--- config.mk ---
export PLATFORM = sky130hd
export DESIGN_NAME = base85_stream_encoder
export DESIGN_NICKNAME = d
export VERILOG_FILES = /design/src/design/b85_pkg.sv /design/src/design/base85_stream_encoder.sv /design/src/design/b85_front.sv /design/src/design/b85_fifo.sv /design/src/design/b85_back.sv
export SDC_FILE = /design/constraint.sdc
export NUM_CORES = 1
export LEC_CHECK = 0
export ABC_AREA = 1
export BUFFER_PORTS_ARGS = -buffer_cell sky130_fd_sc_hd__buf_2
export CAP_MARGIN = 25
export CORE_MARGIN = 2
export CORE_UTILIZATION = 59
export DETAILED_ROUTE_END_ITERATION = 8
export GPL_ROUTABILITY_DRIVEN = 1
export PLACE_DENSITY_LB_ADDON = 0.15
export SKIP_CTS_REPAIR_TIMING = 1
export SLEW_MARGIN = 20
export SYNTH_ARGS = -nofsm -noshare
export SYNTH_HDL_FRONTEND = slang
export SYNTH_SLANG_ARGS = --single-unit
--- constraint.sdc ---
create_clock -name i_clk -period 5.25 [get_ports i_clk]
set_input_delay 1.575 -clock i_clk [delete_from_list [all_inputs] [get_ports i_clk]]
set_output_delay 1.575 -clock i_clk [all_outputs]
set_load 0.02 [all_outputs]
--- src/design/b85_pkg.sv ---
// shared constants and types of the base-85 stream encoder
package b85_pkg;

    localparam logic [6:0]  B85_BASE      = 7'd85;
    localparam logic [6:0]  B85_OFFSET    = 7'd33;
    localparam logic [6:0]  B85_ZERO_CHAR = 7'd122;

    // floor(w / 85) == (w * B85_RECIP) >> B85_RECIP_SHIFT for every 32-bit w
    localparam logic [31:0] B85_RECIP       = 32'hC0C0C0C1;
    localparam int unsigned B85_RECIP_SHIFT = 38;

    localparam int unsigned GRP_FIFO_DEPTH = 4;
    localparam int unsigned GRP_FIFO_AW    = $clog2(GRP_FIFO_DEPTH);

    // one group to encode, as handed from the front end to the back end
    typedef struct packed {
        logic [31:0] word;     // big-endian group, tail zero-padded
        logic        extra_z;  // stream ended on a full group: append a 'z'
        logic        is_end;   // group closes the stream
    } t_group;

endpackage

--- src/design/base85_stream_encoder.sv ---
// top level of the base-85 stream encoder
//
// input side is a queue write port: a byte beat (i_data_byte, i_is_final) is
// taken at a rising edge with push high and full low. i_is_final marks the last
// byte of a stream; the next byte starts a new stream.
// output side is a queue read port: while empty is low the oldest character is
// on o_out_char with o_run_last (last character caused by its input byte) and
// o_stream_end (last character of the encoded stream); pop takes the beat.
// bytes are packed big-endian into 32-bit groups; a finished group goes into a
// four-deep group queue, so bytes keep being taken while the back end works.
// the back end divides a nonzero group by 85 in five steps through one
// reciprocal multiplier, holding the converter meanwhile; an all-zero group
// skips conversion and becomes one 'z'. characters leave at up to one per
// cycle while pop is high; sustained input is one byte per cycle until the
// group queue fills, after which intake runs at the pace of the back end.
// when pop stays low the output register holds its beat, the sequencer and
// converter back up behind it, and full rises once the group queue is full.
// synchronous reset empties the queue and clears all partial groups.
module base85_stream_encoder
    import b85_pkg::*;
(
    input  logic        i_clk,
    input  logic        i_rst_n,
    input  logic        push,
    output logic        full,
    input  logic [7:0]  i_data_byte,
    input  logic        i_is_final,
    output logic        empty,
    input  logic        pop,
    output logic [6:0]  o_out_char,
    output logic        o_run_last,
    output logic        o_stream_end
);

    // group beats between front end, queue and back end
    logic   fifo_wr;
    logic   fifo_full;
    logic   fifo_valid;
    logic   fifo_pop;
    t_group front_grp;
    t_group head_grp;

    // byte packing
    b85_front u_front (
        .i_clk       (i_clk),
        .i_rst_n     (i_rst_n),
        .i_push      (push),
        .i_data_byte (i_data_byte),
        .i_is_final  (i_is_final),
        .i_fifo_full (fifo_full),
        .o_full      (full),
        .o_wr        (fifo_wr),
        .o_grp       (front_grp)
    );

    // decouples byte intake from character output
    b85_fifo u_fifo (
        .i_clk   (i_clk),
        .i_rst_n (i_rst_n),
        .i_wr    (fifo_wr),
        .i_grp   (front_grp),
        .i_pop   (fifo_pop),
        .o_full  (fifo_full),
        .o_valid (fifo_valid),
        .o_grp   (head_grp)
    );

    // digit conversion and character output
    b85_back u_back (
        .i_clk        (i_clk),
        .i_rst_n      (i_rst_n),
        .i_valid      (fifo_valid),
        .i_grp        (head_grp),
        .o_pop        (fifo_pop),
        .i_pop        (pop),
        .o_empty      (empty),
        .o_out_char   (o_out_char),
        .o_run_last   (o_run_last),
        .o_stream_end (o_stream_end)
    );

    // a group is never written into a full queue
    a_no_overflow: assert property (@(posedge i_clk) disable iff (!i_rst_n)
        !(fifo_wr && fifo_full))
        else $error("group queue overflow");

    // the back end only takes a group that is there
    a_no_underflow: assert property (@(posedge i_clk) disable iff (!i_rst_n)
        fifo_pop |-> fifo_valid)
        else $error("group queue underflow");

    // every shown character is a digit character or 'z'
    a_char_range: assert property (@(posedge i_clk) disable iff (!i_rst_n)
        !empty |-> ((o_out_char >= B85_OFFSET
                     && o_out_char <= (B85_OFFSET + B85_BASE - 7'd1))
                    || o_out_char == B85_ZERO_CHAR))
        else $error("character out of range");

    // end of stream is always the last character of its byte
    a_end_is_run_last: assert property (@(posedge i_clk) disable iff (!i_rst_n)
        (!empty && o_stream_end) |-> o_run_last)
        else $error("stream end without run last");

endmodule

--- src/design/b85_front.sv ---
// front end: packs bytes into 32-bit groups and queues finished groups
module b85_front
    import b85_pkg::*;
(
    input  logic        i_clk,
    input  logic        i_rst_n,
    input  logic        i_push,
    input  logic [7:0]  i_data_byte,
    input  logic        i_is_final,
    input  logic        i_fifo_full,
    output logic        o_full,
    output logic        o_wr,
    output t_group      o_grp
);

    logic [23:0] r_held;
    logic [1:0]  r_count;
    logic [23:0] n_held;
    logic [1:0]  n_count;
    logic        accept;
    logic        grp_done;
    logic [31:0] padded;

    assign o_full   = i_fifo_full;
    assign accept   = i_push & ~i_fifo_full;
    assign grp_done = (r_count == 2'd3) | i_is_final;

    // place the held bytes and the new byte at the top of the word
    always_comb begin
        unique case (r_count)
            2'd0: padded = {i_data_byte, 24'h000000};
            2'd1: padded = {r_held[7:0], i_data_byte, 16'h0000};
            2'd2: padded = {r_held[15:0], i_data_byte, 8'h00};
            2'd3: padded = {r_held, i_data_byte};
            default: padded = {r_held, i_data_byte};
        endcase
    end

    assign o_wr          = accept & grp_done;
    assign o_grp.word    = padded;
    assign o_grp.extra_z = (r_count == 2'd3) & i_is_final;
    assign o_grp.is_end  = i_is_final;

    always_comb begin
        n_held  = r_held;
        n_count = r_count;
        if (accept) begin
            if (grp_done) begin
                n_held  = '0;
                n_count = '0;
            end else begin
                n_held  = {r_held[15:0], i_data_byte};
                n_count = r_count + 2'd1;
            end
        end
    end

    always_ff @(posedge i_clk) begin
        if (!i_rst_n) begin
            r_held  <= '0;
            r_count <= '0;
        end else begin
            r_held  <= n_held;
            r_count <= n_count;
        end
    end

endmodule

--- src/design/b85_fifo.sv ---
// short group queue between front end and back end
module b85_fifo
    import b85_pkg::*;
(
    input  logic    i_clk,
    input  logic    i_rst_n,
    input  logic    i_wr,
    input  t_group  i_grp,
    input  logic    i_pop,
    output logic    o_full,
    output logic    o_valid,
    output t_group  o_grp
);

    localparam logic [GRP_FIFO_AW:0] FifoDepthCnt = (GRP_FIFO_AW + 1)'(GRP_FIFO_DEPTH);
    localparam logic [GRP_FIFO_AW-1:0] FifoLastIdx = GRP_FIFO_AW'(GRP_FIFO_DEPTH - 1);

    t_group                 r_mem [GRP_FIFO_DEPTH];
    logic [GRP_FIFO_AW-1:0] r_wr_ptr;
    logic [GRP_FIFO_AW-1:0] r_rd_ptr;
    logic [GRP_FIFO_AW:0]   r_cnt;

    assign o_full  = (r_cnt == FifoDepthCnt);
    assign o_valid = (r_cnt != '0);
    assign o_grp   = r_mem[r_rd_ptr];

    always_ff @(posedge i_clk) begin
        if (i_wr) begin
            r_mem[r_wr_ptr] <= i_grp;
        end
    end

    always_ff @(posedge i_clk) begin
        if (!i_rst_n) begin
            r_wr_ptr <= '0;
            r_rd_ptr <= '0;
            r_cnt    <= '0;
        end else begin
            if (i_wr) begin
                r_wr_ptr <= (r_wr_ptr == FifoLastIdx) ? '0 : r_wr_ptr + 1'b1;
            end
            if (i_pop) begin
                r_rd_ptr <= (r_rd_ptr == FifoLastIdx) ? '0 : r_rd_ptr + 1'b1;
            end
            if (i_wr && !i_pop) begin
                r_cnt <= r_cnt + 1'b1;
            end else if (!i_wr && i_pop) begin
                r_cnt <= r_cnt - 1'b1;
            end
        end
    end

endmodule

--- src/design/b85_back.sv ---
// back end: base-85 digit conversion, character sequencing, output register
module b85_back
    import b85_pkg::*;
(
    input  logic        i_clk,
    input  logic        i_rst_n,
    input  logic        i_valid,
    input  t_group      i_grp,
    output logic        o_pop,
    input  logic        i_pop,
    output logic        o_empty,
    output logic [6:0]  o_out_char,
    output logic        o_run_last,
    output logic        o_stream_end
);

    typedef enum logic [2:0] {
        CV_IDLE = 3'b001,
        CV_RUN  = 3'b010,
        CV_DONE = 3'b100
    } t_cv_state;

    // converter
    t_cv_state   r_cv_state;
    logic [2:0]  r_step;
    logic [31:0] r_q;
    logic [31:0] r_wp;
    logic [6:0]  r_dig [5];
    t_group      r_cv_grp;

    logic [63:0] quot_prod;
    logic [31:0] quot;
    logic [13:0] back_prod;
    logic [6:0]  rem;
    logic        cv_free;

    // character sequencer
    logic        r_em_valid;
    logic [6:0]  r_em_chars [6];
    logic [2:0]  r_em_left;
    logic        r_em_end;
    logic        em_last;
    logic        em_load;

    // output register
    logic        r_out_valid;
    logic [6:0]  r_out_char;
    logic        r_out_run_last;
    logic        r_out_stream_end;
    logic        out_take;
    logic        out_load;

    // one divide-by-85 step: reciprocal multiply, remainder from low bits only
    assign quot_prod = 64'(r_q) * 64'(B85_RECIP);
    assign quot      = 32'(quot_prod >> B85_RECIP_SHIFT);
    assign back_prod = r_q[6:0] * B85_BASE;
    assign rem       = r_wp[6:0] - back_prod[6:0];

    assign out_take = i_pop & r_out_valid;
    assign out_load = r_em_valid & (~r_out_valid | out_take);
    assign em_last  = (r_em_left == 3'd1);
    assign em_load  = (r_cv_state == CV_DONE) & (~r_em_valid | (out_load & em_last));
    assign cv_free  = (r_cv_state == CV_IDLE) | ((r_cv_state == CV_DONE) & em_load);
    assign o_pop    = i_valid & cv_free;

    always_ff @(posedge i_clk) begin
        if (!i_rst_n) begin
            r_cv_state <= CV_IDLE;
            r_step     <= '0;
        end else begin
            if (o_pop) begin
                r_step     <= '0;
                r_cv_state <= (i_grp.word == '0) ? CV_DONE : CV_RUN;
            end else begin
                unique case (r_cv_state)
                    CV_IDLE: begin
                        r_cv_state <= CV_IDLE;
                    end
                    CV_RUN: begin
                        r_step <= r_step + 3'd1;
                        if (r_step == 3'd4) begin
                            r_cv_state <= CV_DONE;
                        end
                    end
                    CV_DONE: begin
                        if (em_load) begin
                            r_cv_state <= CV_IDLE;
                        end
                    end
                    default: r_cv_state <= CV_IDLE;
                endcase
            end
        end
    end

    // digits come out least significant first, stored by weight
    always_ff @(posedge i_clk) begin
        if (o_pop) begin
            r_cv_grp <= i_grp;
            r_q      <= i_grp.word;
            if (i_grp.word == '0) begin
                for (int i = 0; i < 5; i++) begin
                    r_dig[i] <= '0;
                end
            end
        end else if (r_cv_state == CV_RUN) begin
            r_q  <= quot;
            r_wp <= r_q;
            if (r_step != 3'd0) begin
                r_dig[3'd5 - r_step] <= rem;
            end
            if (r_step == 3'd4) begin
                r_dig[0] <= r_q[6:0];
            end
        end
    end

    // character sequencer: shifts out the characters of one group
    always_ff @(posedge i_clk) begin
        if (!i_rst_n) begin
            r_em_valid <= 1'b0;
            r_em_left  <= '0;
        end else if (em_load) begin
            r_em_valid <= 1'b1;
            if (r_cv_grp.word == '0) begin
                r_em_left <= r_cv_grp.extra_z ? 3'd2 : 3'd1;
            end else begin
                r_em_left <= r_cv_grp.extra_z ? 3'd6 : 3'd5;
            end
        end else if (out_load) begin
            r_em_left <= r_em_left - 3'd1;
            if (em_last) begin
                r_em_valid <= 1'b0;
            end
        end
    end

    always_ff @(posedge i_clk) begin
        if (em_load) begin
            r_em_end <= r_cv_grp.is_end;
            if (r_cv_grp.word == '0) begin
                r_em_chars[0] <= B85_ZERO_CHAR;
                r_em_chars[1] <= B85_ZERO_CHAR;
                for (int i = 2; i < 6; i++) begin
                    r_em_chars[i] <= B85_ZERO_CHAR;
                end
            end else begin
                for (int i = 0; i < 5; i++) begin
                    r_em_chars[i] <= r_dig[i] + B85_OFFSET;
                end
                r_em_chars[5] <= B85_ZERO_CHAR;
            end
        end else if (out_load) begin
            for (int i = 0; i < 5; i++) begin
                r_em_chars[i] <= r_em_chars[i + 1];
            end
        end
    end

    // output register
    always_ff @(posedge i_clk) begin
        if (!i_rst_n) begin
            r_out_valid <= 1'b0;
        end else if (out_load) begin
            r_out_valid <= 1'b1;
        end else if (out_take) begin
            r_out_valid <= 1'b0;
        end
    end

    always_ff @(posedge i_clk) begin
        if (out_load) begin
            r_out_char       <= r_em_chars[0];
            r_out_run_last   <= em_last;
            r_out_stream_end <= em_last & r_em_end;
        end
    end

    assign o_empty      = ~r_out_valid;
    assign o_out_char   = r_out_char;
    assign o_run_last   = r_out_run_last;
    assign o_stream_end = r_out_stream_end;

endmodule
**Yosys cells after proc, flatten, opt, wreduce, memory -nomap -nowiden**

Memories as Yosys holds them, arrays and structs flattened. A register that Yosys moved wholly into a read port is not among the register bits.
Cells that the tools add are included.

- Add/subtract/negate cells: 14
- Multiply operators: 2
- Divide/modulo/power cells: 0
- Order comparisons: 0
- Equality and inequality tests: 13
- Shift-type cells: 0
- Muxes and demuxes: 63
- Bitwise logic cells: 31
- Reduce and logical (&&, ||, !) cells: 19

Operators by type and width:

| cell | count |
|---|---|
| $pmux 32 s4 | 1 |
| $mux 7 | 13 |
| $logic_not 32->1 | 2 |
| $mul 32x32->64 const B | 1 |
| $mux 32 | 2 |
| $add 7x6->7 const B | 5 |
| $mux 3 | 10 |
| $mux 1 | 28 |
| $mux 24 | 1 |
| $or 1x1->1 | 16 |
| $mux 2 | 7 |
| $and 1x1->1 | 10 |
| $reduce_bool 2->1 | 5 |
| $eq 3x3->1 const B | 3 |
| $eq 2x2->1 const B | 4 |
| $mul 7x7->7 const B | 1 |
| $reduce_or 7->1 | 1 |
| $sub 7x7->7 | 1 |
| $add 2x1->2 const B | 3 |
| $add 3x1->3 const B | 2 |
| $eq 3x1->1 const B | 2 |
| $ne 3x2->1 const B | 2 |
| $pmux 3 s2 | 1 |
| $reduce_and 2->1 | 3 |
| other kinds (10) | 18 |

- Flip-flop bits (word level): 120
- Bits in latches: 0
- RAM bits: 213
- ROM bits: 0
- Input bits: 13
- Output and inout port bits: 11
- Logic and storage cells: 163
- Memories: 3

Memory list:

| memory | depth | width | rd ports | clocked after Yosys merged registers in | wr ports | line | text |
|---|---|---|---|---|---|---|---|
| u_fifo.r_mem | 4 | 34 | 1 | 1 | 1 | b85_fifo.sv:18 | `t_group r_mem [GRP_FIFO_DEPTH];` |
| u_back.r_em_chars | 6 | 7 | 6 | 1 | 6 | b85_back.sv:39 | `logic [6:0] r_em_chars [6];` |
| u_back.r_dig | 5 | 7 | 5 | 0 | 5 | b85_back.sv:28 | `logic [6:0] r_dig [5];` |

**Longest topological paths before layout**

- Depth after elaboration: 13
- Gate-level depth with buffers: 26
- Depth with buffers taken out: 26

**By module**

From an unflattened synthesis, not the netlist that was laid out.

- Cells, all modules: 2798
- Area, all modules: 26268.9 um2

By module, submodules not included:

| module | instances | cells each | area an instance (um2) |
|---|---|---|---|
| b85_back | 1 | 2123 | 18843.1 |
| b85_fifo | 1 | 389 | 5708.0 |
| b85_front | 1 | 286 | 1717.9 |

**Worst setup path before layout**

Ideal clock, no wire load.

- Path kind: register -> register
- From: register u_back.r_q[6]
- To: register u_back.r_q[12] (data pin)
- Arrival: 5343 ps
- Path slack: -346 ps
- Cell stages (with the launch flop): 27
- Path buffers: 0
- Cell sequence: edfxtp_1 ha_1 ha_1 inv_1 fa_1 inv_1 fa_1 inv_1 fa_1 fa_1 fa_1 inv_1 ha_1 ha_1 nand2_1 nor2_1 inv_1 nor2_1 inv_1 nor2_1 nand3_1 nand2_1 a21oi_1 nand2_1 nand2_1 nand3_1 nand2_1

- Longest elaborated chain between the ends: 3

RTL lines:

| element | line | text |
|---|---|---|
| start: declaration | b85_back.sv:26 | `logic [31:0] r_q;` |
| start signal: assignment | b85_back.sv:100 | `r_q <= i_grp.word;` |
| start signal: assignment | b85_back.sv:107 | `r_q <= quot;` |
| $mul 32x32->64 | b85_back.sv:54 | `assign quot_prod = 64'(r_q) * 64'(B85_RECIP);` |
| $mux 32 | b85_back.sv:106 | `end else if (r_cv_state == CV_RUN) begin` |
| $mux 32 | b85_back.sv:98 | `if (o_pop) begin` |

Every way passes these cells. The select of a mux whose other input is x is not followed.
A chain may end at the register's enable or synchronous reset.

**Worst setup path after layout**

- From: register u_back.r_q[11]
- To: register u_back.r_q[20] (data pin)

The elaborated chain is that of the path after synthesis.

==> flow_summary.yaml <==
run_status:
  status: "finished with violations"
  violations: "negative setup slack"
worst_setup_path:
  startpoint_type: "flip-flop"
  arrival_ns: 6.27
  cp.required_ns: 5.53
  critPathCaptureType: "flip-flop"
  path_cells: "ha_4, ha_4, fa_1, fa_1, inv_2, fa_1, inv_1, fa_1, fa_2, ha_4, ha_4, nand2_4, buf_4, nor2_4, inv_2, buf_4, nor2_4, nand2_2, nor3_4, nand2_2, nand2_1, nand2_1, nand3_1, nand2_2"
  cp_slowest_cell: "edfxtp_1"
  max_stage_delay_ns: 0.58
  crit_type: "flip-flop to flip-flop"
  crit_fanout: 4
  cp_top_family: "adder cells"
  critical_path_buf_inv_count: 5
  reg2reg_slack_ns: -0.74
clock_tree:
  path_clk_slew_ns: 0.06
  cts.sinks: 335
  htree_num_levels: 2
  cts_tree: "done"
  clkLatencyLatePin_ns: 0.56
  cts_root_buf: "clkbuf_16"
  cts.path.max_buffers: 3
  cts_buffers: 37
global_routing:
  grt_pass1_wl_um: 118000
  grt_overflow_total: 0
  grt_max_degree: 55
  antenna_found_initial: 2
  track_usage_pct: 33.7
  grt_pass1_vias: 21100
timing:
  drv_slew: 0
  rsz0062_at_grt: "true"
  fin_ws_ns: -0.736
  period_minus_slack_ns: 5.99
  setup_violations: 26
  skew_ns: 0.0207
  fin_crit_sh_pct: 114
  tightest_slew_ns: 0.974
  max_freq_mhz: 167
  setup_tns_ns: -15.06
  hold_violations: 0
  relSlewSlack_pct: 35.1
floorplanning:
  boundaryPins: 24
  fp.dieW_um: 214
  die-height_um: 214
  dieArea_um2: 46000
  row_count: 77
  start_util_pct: 59.5
  core-area_um2: 43900
synthesis:
  yosysWarnings: 0
  syn-cell-area_um2: 26100
  synthCells: 2852
  yosysTopAreaCell: "edfxtp_1"
  synthFlopType: "edfxtp_1"
  syn_nets: 3384
  ys_types: 48
  synth_top_area_share_pct: 33.2
  avgSynthCellArea_um2: 9.16
  synth_area_leaders: "edfxtp_1 (33%), ha_1 (17%), fa_1 (13%)"
  synth_seq_cells: 335
  async_reset_ff_share_pct: 0
  synth_edf_count: 289
  synth_seq_area_share_pct: 36.7
final_layout:
  layout_common_cells: "inv_1 (563), nand2_1 (505), buf_4 (296)"
  layout_commonest_cell: "inv_1"
  final_core_util_pct: 73.1
  synthToLayoutAreaGrowth_pct: 22.9
  multi_input_area_um2: 15900
  diodes: 0
  fin_nets: 3700
  final-seq-area_um2: 9600
  drive_above_1_share_pct: 21.8
  final.fill_count: 3172
  finalNonFillerCells: 3787
place:
  dp.cells: 3690
  place_congestion: 1.04
  numPortBuffers: 23
  dp_hpwl_um: 61600
run:
  maxCapViolCount: 0
detailed_routing:
  drt_iter0_markers: 1692
  drc: 0
  ant_nets: 0
  wirelength_um: 77300
  wire_per_inst_um: 20.4
  avgViaCountPerCell: 5.54
  vias: 21000
  dr.pass1.iters: 6
hold_path:
  worstHoldPathType: "flip-flop to flip-flop"
## final cells by class
cell class | count | area share, %
inverter | 596 | 6.97
timing repair buffer | 332 | 7.82
multi-input combinational | 1866 | 49.4
clock inverter | 20 | 0.510
tap | 592 | 2.31
clock buffer | 46 | 3.05
sequential | 335 | 29.9
## worst reg2reg max path, cell delays in order, from the launching register on
cell,delay (ns)
edfxtp_1,0.58
ha_4,0.37
ha_4,0.20
fa_1,0.50
fa_1,0.57
inv_2,0.06
fa_1,0.50
inv_1,0.06
fa_1,0.53
fa_2,0.48
ha_4,0.19
ha_4,0.32
nand2_4,0.07
buf_4,0.14
nor2_4,0.09
inv_2,0.04
buf_4,0.13
nor2_4,0.12
nand2_2,0.13
nor3_4,0.16
nand2_2,0.11
nand2_1,0.08
nand2_1,0.05
nand3_1,0.08
nand2_2,0.14
## logic make-up after synthesis
kind of cell,count (synthesis),share of synthesized area [%]
buf+inv,651,9.72
xor+xnor,37,1.24
simple gates,972,15.5
compound gates,338,6.99
flops,335,36.7
fa+ha+maj,519,29.8
## flip-flops by register name, indices dropped and copies added, names as in the netlist, 7 cells and up, named ones only
signal,count
u_back.r_dig,35
u_fifo.r_mem,136
u_back.o_out_char,7
u_back.r_cv_grp,34
u_back.r_q,32
u_front.r_held,24
u_back.r_wp,7
u_back.r_em_chars,35
## per-stage QoR
step / instance area [µm²] / worst slack [ns] / hold WS [ns]
2_1_floorplan: 26600 / -0.0135 / 0.400
3_3_place_gp: 29300 / -1.16 / 0.401
3_5_place_dp: 29300 / -1.07 / 0.410
4_1_cts: 30500 / -1.12 / 0.424
5_1_grt: 32100 / -0.853 / 0.429
6_report: 32100 / -0.736 / 0.422
## final timing paths
path,start,end,cells after the start
min reg2reg,u_back.r_em_chars[0][1],u_back.o_out_char[1],0
max,u_back.r_q[11],u_back.r_q[20],24
min,u_back.r_em_chars[0][1],u_back.o_out_char[1],0
max reg2reg,u_back.r_q[11],u_back.r_q[20],24
## metal layers
layer / routed length, µm / up-vias / part of all wire [%] / GRT usage (%)
li1: - / 9896 / - / -
met1: 33100 / 10200 / 43 / 46.8
met2: 35600 / 769 / 46 / 53.5
met3: 6040 / 144 / 7.8 / 6.35
met4: 2510 / 2 / 3.3 / 11.4
met5: 13 / - / 0.017 / 0
## cells in the mapped netlist, types with 4 or more instances
master and count:
buf_6 7, a32oi_1 8, o21ai_1 11, a21oi_1 170
nand4_1 23, fa_1 172, ha_1 347, edfxtp_1 289
o21bai_1 9, inv_1 590, nor2_1 183, nand3b_1 6
nor4_1 11, nor3_1 19, nand3_1 153, or2_2 4
o211ai_1 9, dfxtp_1 46, clkbuf_1 20, o22ai_1 4
o21ai_0 110, buf_2 25, xor2_1 21, xnor2_1 16
nor3_2 4, nand2_1 558, inv_2 4
Power is not shown: default switching activity piles up to over one toggle a cycle in this logic, so the estimate is an artifact.
